===== config.mk =====
export PLATFORM = sky130hd
export DESIGN_NAME = sha256_message_digest
export DESIGN_NICKNAME = d
export VERILOG_FILES = /design/src/hdl/smd_pkg.sv /design/src/hdl/sha256_message_digest.sv
export SDC_FILE = /design/constraint.sdc
export NUM_CORES = 2
export LEC_CHECK = 0
export BUFFER_PORTS_ARGS = -buffer_cell sky130_fd_sc_hd__buf_2
export CORE_MARGIN = 2
export CORE_UTILIZATION = 50
export CTS_CLUSTER_DIAMETER = 150
export DETAILED_ROUTE_END_ITERATION = 7
export HOLD_SLACK_MARGIN = 0.12
export PLACE_DENSITY = 0.74
export SLEW_MARGIN = 5
export SYNTH_ARGS = -nofsm -noshare
export SYNTH_HDL_FRONTEND = slang
export SYNTH_SLANG_ARGS = --single-unit

===== constraint.sdc =====
create_clock -name clk -period 39.6 [get_ports clk]
set_input_delay 5.94 -clock clk [delete_from_list [all_inputs] [get_ports clk]]
set_output_delay 5.94 -clock clk [all_outputs]
set_load 0.03 [all_outputs]

===== src/hdl/smd_pkg.sv =====
// shared constants and helper functions for the sha-256 message digest
// round constants, initial hash values, padding constants and the sigma functions
// no dependencies
`default_nettype none

package smd_pkg;

  localparam logic [7:0] PAD_MARK = 8'h80;
  localparam logic [5:0] LEN_POS  = 6'd56;

  localparam logic [31:0] INIT_HASH [8] = '{
    32'h6a09e667, 32'hbb67ae85, 32'h3c6ef372, 32'ha54ff53a,
    32'h510e527f, 32'h9b05688c, 32'h1f83d9ab, 32'h5be0cd19
  };

  localparam logic [31:0] ROUND_CONST [64] = '{
    32'h428a2f98, 32'h71374491, 32'hb5c0fbcf, 32'he9b5dba5,
    32'h3956c25b, 32'h59f111f1, 32'h923f82a4, 32'hab1c5ed5,
    32'hd807aa98, 32'h12835b01, 32'h243185be, 32'h550c7dc3,
    32'h72be5d74, 32'h80deb1fe, 32'h9bdc06a7, 32'hc19bf174,
    32'he49b69c1, 32'hefbe4786, 32'h0fc19dc6, 32'h240ca1cc,
    32'h2de92c6f, 32'h4a7484aa, 32'h5cb0a9dc, 32'h76f988da,
    32'h983e5152, 32'ha831c66d, 32'hb00327c8, 32'hbf597fc7,
    32'hc6e00bf3, 32'hd5a79147, 32'h06ca6351, 32'h14292967,
    32'h27b70a85, 32'h2e1b2138, 32'h4d2c6dfc, 32'h53380d13,
    32'h650a7354, 32'h766a0abb, 32'h81c2c92e, 32'h92722c85,
    32'ha2bfe8a1, 32'ha81a664b, 32'hc24b8b70, 32'hc76c51a3,
    32'hd192e819, 32'hd6990624, 32'hf40e3585, 32'h106aa070,
    32'h19a4c116, 32'h1e376c08, 32'h2748774c, 32'h34b0bcb5,
    32'h391c0cb3, 32'h4ed8aa4a, 32'h5b9cca4f, 32'h682e6ff3,
    32'h748f82ee, 32'h78a5636f, 32'h84c87814, 32'h8cc70208,
    32'h90befffa, 32'ha4506ceb, 32'hbef9a3f7, 32'hc67178f2
  };

  function automatic logic [31:0] rotr(input logic [31:0] x, input int unsigned n);
    rotr = (x >> n) | (x << (32 - n));
  endfunction

  function automatic logic [31:0] big_sigma0(input logic [31:0] x);
    big_sigma0 = rotr(x, 2) ^ rotr(x, 13) ^ rotr(x, 22);
  endfunction

  function automatic logic [31:0] big_sigma1(input logic [31:0] x);
    big_sigma1 = rotr(x, 6) ^ rotr(x, 11) ^ rotr(x, 25);
  endfunction

  function automatic logic [31:0] small_sigma0(input logic [31:0] x);
    small_sigma0 = rotr(x, 7) ^ rotr(x, 18) ^ (x >> 3);
  endfunction

  function automatic logic [31:0] small_sigma1(input logic [31:0] x);
    small_sigma1 = rotr(x, 17) ^ rotr(x, 19) ^ (x >> 10);
  endfunction

endpackage

`default_nettype wire


===== src/hdl/sha256_message_digest.sv =====
// sha-256 message digest, one message byte per input transaction
// uses smd_pkg for round constants, initial values and sigma functions
//
// input channel: in_valid/in_stall with data_byte, byte_valid and last.
// a transaction with byte_valid adds data_byte to the message; last ends the
// message (with or without a byte). a transaction carrying neither is taken
// and ignored. in_stall is low only while the block is idle.
// a byte that does not complete a 64-byte block is taken without a stall. a byte that
// completes a block stalls the input for the compression: 64 rounds of the shared
// round unit, one per cycle, then an update state that folds into the chaining words.
// after last, padding bytes go through the same byte path at one per cycle
// (64 minus bytes held), then the compression, and a second padded block with
// its own compression when fewer than 9 byte positions were free.
// output channel: out_valid/out_stall with digest_word, word_index and
// last_word. eight transactions, word 0 first; out_stall holds the current
// word. after the eighth word the chaining words, byte count and bit length
// return to their initial values and the input opens again.
// reset (rst, synchronous) starts a fresh empty message.
`default_nettype none

module sha256_message_digest (
  input  wire logic        clk,
  input  wire logic        rst,
  input  wire logic        in_valid,
  output logic             in_stall,
  input  wire logic [7:0]  data_byte,
  input  wire logic        byte_valid,
  input  wire logic        last,
  output logic             out_valid,
  input  wire logic        out_stall,
  output logic [31:0]      digest_word,
  output logic [2:0]       word_index,
  output logic             last_word
);

  localparam logic [2:0] ST_IDLE   = 3'd0;
  localparam logic [2:0] ST_PAD    = 3'd1;
  localparam logic [2:0] ST_ROUND  = 3'd2;
  localparam logic [2:0] ST_UPDATE = 3'd3;
  localparam logic [2:0] ST_EMIT   = 3'd4;

  logic [2:0]   state;
  logic [31:0]  hash [8];
  logic [31:0]  v [8];
  logic [511:0] window;
  logic [5:0]   fill;
  logic [63:0]  message_bits;
  logic [5:0]   round;
  logic [2:0]   out_idx;
  logic         finish;
  logic         padding;
  logic         mark_sent;
  logic         len_ok;

  logic [7:0]   pad_byte;
  logic [31:0]  w0, w1, w9, w14, w_new;
  logic [31:0]  t1, t2, choose, major;

  assign in_stall    = (state != ST_IDLE);
  assign out_valid   = (state == ST_EMIT);
  assign digest_word = hash[out_idx];
  assign word_index  = out_idx;
  assign last_word   = (out_idx == 3'd7);

  always_comb begin
    if (!mark_sent) begin
      pad_byte = smd_pkg::PAD_MARK;
    end else if (len_ok && fill >= smd_pkg::LEN_POS) begin
      pad_byte = message_bits[{~fill[2:0], 3'b000} +: 8];
    end else begin
      pad_byte = 8'h00;
    end
  end

  assign w0    = window[511:480];
  assign w1    = window[479:448];
  assign w9    = window[223:192];
  assign w14   = window[63:32];
  assign w_new = smd_pkg::small_sigma1(w14) + w9 + smd_pkg::small_sigma0(w1) + w0;

  assign choose = (v[4] & v[5]) ^ (~v[4] & v[6]);
  assign major  = (v[0] & v[1]) ^ (v[0] & v[2]) ^ (v[1] & v[2]);
  assign t1     = v[7] + smd_pkg::big_sigma1(v[4]) + choose + smd_pkg::ROUND_CONST[round] + w0;
  assign t2     = smd_pkg::big_sigma0(v[0]) + major;

  always_ff @(posedge clk) begin
    if (rst) begin
      state        <= ST_IDLE;
      hash         <= smd_pkg::INIT_HASH;
      fill         <= '0;
      message_bits <= '0;
      round        <= '0;
      out_idx      <= '0;
      finish       <= 1'b0;
      padding      <= 1'b0;
      mark_sent    <= 1'b0;
      len_ok       <= 1'b0;
    end else begin
      unique case (state)
        ST_IDLE: begin
          if (in_valid) begin
            if (byte_valid) begin
              window       <= {window[503:0], data_byte};
              fill         <= fill + 6'd1;
              message_bits <= message_bits + 64'd8;
            end
            if (byte_valid && fill == 6'd63) begin
              state  <= ST_ROUND;
              v      <= hash;
              round  <= '0;
              finish <= last;
            end else if (last) begin
              state     <= ST_PAD;
              padding   <= 1'b1;
              mark_sent <= 1'b0;
              len_ok    <= 1'b0;
            end
          end
        end
        ST_PAD: begin
          window    <= {window[503:0], pad_byte};
          fill      <= fill + 6'd1;
          mark_sent <= 1'b1;
          if (!mark_sent) begin
            len_ok <= (fill < smd_pkg::LEN_POS);
          end
          if (fill == 6'd63) begin
            state <= ST_ROUND;
            v     <= hash;
            round <= '0;
          end
        end
        ST_ROUND: begin
          v[7]   <= v[6];
          v[6]   <= v[5];
          v[5]   <= v[4];
          v[4]   <= v[3] + t1;
          v[3]   <= v[2];
          v[2]   <= v[1];
          v[1]   <= v[0];
          v[0]   <= t1 + t2;
          window <= {window[479:0], w_new};
          round  <= round + 6'd1;
          if (round == 6'd63) begin
            state <= ST_UPDATE;
          end
        end
        ST_UPDATE: begin
          for (int i = 0; i < 8; i++) begin
            hash[i] <= hash[i] + v[i];
          end
          if (padding) begin
            if (len_ok) begin
              state   <= ST_EMIT;
              out_idx <= '0;
            end else begin
              state  <= ST_PAD;
              len_ok <= 1'b1;
            end
          end else if (finish) begin
            state     <= ST_PAD;
            finish    <= 1'b0;
            padding   <= 1'b1;
            mark_sent <= 1'b0;
            len_ok    <= 1'b0;
          end else begin
            state <= ST_IDLE;
          end
        end
        ST_EMIT: begin
          if (!out_stall) begin
            out_idx <= out_idx + 3'd1;
            if (out_idx == 3'd7) begin
              state        <= ST_IDLE;
              hash         <= smd_pkg::INIT_HASH;
              fill         <= '0;
              message_bits <= '0;
              padding      <= 1'b0;
            end
          end
        end
        default: begin
          state <= ST_IDLE;
        end
      endcase
    end
  end

endmodule

`default_nettype wire

# Word level (Yosys, flattened, before mapping)

Memories as Yosys holds them, arrays and structs flattened.
Index checks and enable logic that the tools add are counted.

Flip-flop bits (word level): 1,110
Output and inout port bits: 38
Input port bits: 14
Memories: 1
Latch bits: 0
ROM bits: 2,048
Bits in writable memories: 0

Memory list:

| name            | words | width | rd ports | clocked after Yosys merged registers in | wr ports | line                        | source |
|---|---|---|---|---|---|---|---|
| (no name shown) | 64    | 32    | 1        | 0                                       | 0        | sha256_message_digest.sv:83 | `assign t1 = v[7] + smd_pkg::big_sigma1(v[4]) + choose + smd_pkg::ROUND_CONST[round] + w0;` |

Multiplexer cells: 67
Shift operators: 1
Eq/ne operators: 23
Reduce and logical (&&, ||, !) cells: 23
Bitwise operators: 31
Add/subtract/negate cells: 22
Multiply operators: 0
Divide/modulo/power cells: 0
Magnitude comparators: 4

Operators by type and width:

| cell                                           | count |
|---|---|
| one-hot mux 512 bit (3 select lines)           | 1 |
| two-way mux 256 bit                            | 5 |
| two-way mux 512 bit                            | 2 |
| one-hot mux 256 bit (3 select lines)           | 1 |
| adder 32 bit                                   | 18 |
| one-hot mux 256 bit (2 select lines)           | 1 |
| XOR 32 bit                                     | 9 |
| two-way mux 64 bit                             | 4 |
| bitwise AND 32 bit                             | 5 |
| two-way mux 32 bit                             | 4 |
| one-hot mux 64 bit (2 select lines)            | 1 |
| binary-select mux 32 bit (select 3 bit)        | 1 |
| adder 64 x 4 -> 64 bit (second input constant) | 1 |
| indexed part select 64 x 7 -> 8 bit            | 1 |
| two-way mux 6 bit                              | 7 |
| two-way mux 3 bit                              | 12 |
| one-hot mux 6 bit (3 select lines)             | 2 |
| inverter 32 bit                                | 1 |
| bitwise OR 10 x 32 -> 32 bit                   | 1 |
| bitwise OR 13 x 32 -> 32 bit                   | 1 |
| bitwise OR 14 x 32 -> 32 bit                   | 1 |
| bitwise OR 15 x 32 -> 32 bit                   | 1 |
| bitwise OR 19 x 32 -> 32 bit                   | 1 |
| bitwise OR 21 x 32 -> 32 bit                   | 1 |
| other kinds (37)                               | 89 |

# Depth between registers and ports, before layout

Depth after elaboration: 9
Mapped depth: 37
Gate-level depth less buffers: 35

# Least setup slack after synthesis

Ideal clock, no wire load.

Path kind: input port to flip-flop
Start point: input rst
End point: register window[0] (enable)
Cell stages on the path: 6
Library setup time: 1.563 ns
Path slack: 6.691 ns
Arrival time: 31.346 ns
Buffers on the path: 3
Cells stage by stage: clkbuf_1 -> inv_1 -> clkbuf_1 -> clkbuf_1 -> nand2_1 -> a21oi_1

Word-level cells in the longest chain between the ends: 2

RTL lines:

| what                          | line                         | source |
|---|---|---|
| from (decl)                   | sha256_message_digest.sv:23  | `input wire logic rst,` |
| inverter 1 bit (no line)      | -                            |  |
| AND reduction 4 bit (no line) | -                            |  |
| to (signal assigned)          | sha256_message_digest.sv:103 | `window <= {window[503:0], data_byte};` |
| to (signal assigned)          | sha256_message_digest.sv:121 | `window <= {window[503:0], pad_byte};` |
| to (signal assigned)          | sha256_message_digest.sv:142 | `window <= {window[479:0], w_new};` |
| to (decl)                     | sha256_message_digest.sv:45  | `logic [511:0] window;` |

Every way passes these cells.
A chain may end at the register's enable or synchronous reset.

# Final worst setup path

Start point: register out_idx[0] (netlist: word_index[0])
End point: output digest_word[20]

Word-level cells in the longest chain between the ends: 4

RTL lines:

| what                                                   | line                         | source |
|---|---|---|
| from (decl)                                            | sha256_message_digest.sv:49  | `logic [2:0] out_idx;` |
| from (signal assigned)                                 | sha256_message_digest.sv:172 | `out_idx <= out_idx + 3'd1;` |
| inverter 3 -> 4 bit (not written as such)              | sha256_message_digest.sv:61  | `assign digest_word = hash[out_idx];` |
| binary-select mux 32 bit (select 3 bit)                | sha256_message_digest.sv:61  |  |
| two-way mux 32 bit (not written as such) (2 in series) | sha256_message_digest.sv:61  |  |
| to (decl)                                              | sha256_message_digest.sv:31  | `output logic [31:0] digest_word,` |

Every way passes these cells. The select of a mux whose other input is x is not followed.

==> impl_metrics.json <==
{
  "fin_total_pwr_w": 0.00259,
  "cts.sinks": 1107,
  "slew_headroom": 0.0934,
  "nets": 8820,
  "async_flop_share": 0,
  "area_delta_synth_final_pct": 7.42,
  "synth-seq-cells": 1107,
  "stdcell_count": 10300,
  "cap_violations": 0,
  "ant_nets": 0,
  "synth.yosys.warnings": 0,
  "min_to": "fill[5]",
  "syn_area_um2": 75100,
  "avgRoutedWirePerCell_um": 24.4,
  "slew_viol_final": 0,
  "syn_inst": 8451,
  "yosysTopAreaCellShare": 0.307,
  "drc": 0,
  "hpwl_um": 184000,
  "grt_pass1_wl_um": 373000,
  "worstPathRequired_ps": 33660,
  "firstDrtPassIters": 6,
  "start_kind": "register",
  "final-setup-viol-count": 0,
  "grt_pass1_vias": 58400,
  "vias_per_cell": 6.10,
  "cp_slowest_stage_delay_ps": 740,
  "post-place-ws_ps": 29280,
  "fin_crit_sh": 0.248,
  "grt_setup_unrepaired": "no",
  "post-route-min-period_ps": 9810,
  "ir_drop_mv": 0.0395,
  "syn-num-nets": 9060,
  "ios": 52,
  "root_buffer": "clkbuf_16",
  "drt_iter0_drc": 8553,
  "h-tree-depth": 3,
  "drt-total-wl_um": 252000,
  "cp_slowest_cell": "dfxtp_4",
  "rows": 142,
  "max_freq_mhz": 102,
  "cts_buffer_depth": 3,
  "dieArea_um2": 153000,
  "synth.most_common_cell": "nand2_1",
  "drive_gt1_frac": 0.0607,
  "holdWs_ps": 486,
  "min_path_cells": 2,
  "ys_top_cells_by_count": "nand2_1 (2357), edfxtp_1 (768), a21oi_1 (461), o21ai_0 (446), clkbuf_1 (433)",
  "reg2reg_from": "round[0]",
  "num_vias": 63000,
  "io_buffers": 51,
  "overflow": 0,
  "dp_cells": 10100,
  "cts_setup_buffers": 0,
  "worst_clock_skew_ps": 117,
  "grt_max_degree": 235,
  "power.density_nw_per_um2": 32.1,
  "worstSkewPairLatency_ps": 800,
  "min_from": "fill[5]",
  "synthFlopType": "edfxtp_1",
  "power_leakage_nw": 32.7,
  "reg2reg_slack_ps": 30250,
  "status": "finished clean",
  "layout_setup_ws_ps": 29790,
  "cts_tree": "built",
  "cts_resized": 0,
  "rr_endpoint": "v[255]",
  "antenna_found_initial": 14,
  "ys_seq_area_frac": 0.398,
  "cp_common_cell": "buf_4",
  "syn_avg_cell_area_um2": 8.89,
  "worstSetupPathType": "reg -> out",
  "synth.distinct_cells": 93,
  "initial_utilization": 0.503,
  "critPathMaxFanout": 27,
  "gp_congestion": 1.04,
  "ctsHoldBuffers": 0,
  "fin_setup_tns_ps": 0,
  "synth_edf_count": 768,
  "synth_top_cell_by_area": "edfxtp_1",
  "fillers": 13400,
  "arrival_ps": 3870,
  "die_h_um": 392,
  "track_usage": 0.322,
  "worstMarginPinSlew_ps": 1350,
  "path_clk_slew_ps": 60,
  "die_w_um": 392,
  "numCtsBuffers": 121,
  "finalHoldViolations": 0,
  "hold_path_class": "reg -> reg",
  "yosys-top-cells-area": "edfxtp_1 (31%), nand2_1 (12%), dfxtp_1 (9.0%)",
  "cp-end-kind": "output port",
  "core_um2": 149000,
  "path_cells": "buf_4, buf_4, mux4_2, mux2_2, buf_2",
  "ff2ff_path_depth": 32
}
==> stage by stage <==
| step | cell area [um^2] | utilization |
|---|---|---|
| 2_1_floorplan | 75100 | - |
| 3_3_place_gp | 76700 | 0.513 |
| 3_5_place_dp | 76700 | 0.513 |
| 4_1_cts | 80700 | 0.540 |
| 5_1_grt | 80700 | 0.540 |
| 6_report | 80700 | 0.540 |
==> worst max path at each step <==
stage	to	slack, ps	cells past startpoint	start
floorplan	window[0]	6690	6	rst
finish	digest_word[20]	29790	5	word_index[0]
global route	digest_word[21]	29600	5	word_index[0]
detailed placement	window[487]	29280	8	rst
global placement	window[487]	29370	8	rst
CTS	digest_word[21]	29700	5	word_index[0]
==> where the power goes <==
part           leakage (nW)  internal (W)  switching, W  total [W]
sequential             9.61       0.00126     0.0000148    0.00127
combinational          21.2     0.0000615      0.000118   0.000179
clock                  1.92      0.000640      0.000497    0.00114
==> state kept, by name (all words and copies together) (netlist names) <==
name,count
len_ok,1
padding,1
v,256
window,512
state,3
message_bits,61
fill,6
finish,1
hash,256
word_index,3
round,6
mark_sent,1
==> routing by layer <==
layer	track usage	wire length (um)
met1	0.471	106000
met2	0.448	103000
met4	0.111	9300
met5	0	125
met3	0.0987	34100
==> layout by cell type, fill, tap and decap left out, drive strengths merged, types with 195 or more instances in the layout <==
cell type	instances
a21oi	462
dfxtp	339
edfxtp	768
fa	195
ha	400
inv	418
nand2	2357
nor2	381
o21ai	504
xnor2	367
xor2	256
==> critical path, delay by kind of cell (launching register included) <==
family	cells	cell delay (ps)
flops	1	740
buf+inv	3	1330
mux	2	1000
==> cells by family after synthesis <==
kind of cell               Yosys count  synth area share
muxes                              177            0.0389
DFF                               1107             0.398
adders and majority gates          620             0.122
buffers and inverters              902            0.0452
xor gates and xnor gates           625            0.0733
AOI/OAI and AO/OA                 1676             0.139
and+or+nand+nor                   3344             0.185
==> final cells by class <==
cell class                 instances  area, um^2  share of cell area
antenna                            1        2.50           0.0000310
clock buffer                     164        3320              0.0412
clock inverter                    62         623             0.00772
inverter                         417        1570              0.0194
multi-input combinational       6442       41900               0.520
sequential                      1107       29900               0.370
tap                             2016        2520              0.0313
timing repair buffer             122         828              0.0103
No activity file was read; power rests on OpenSTA's default activity.
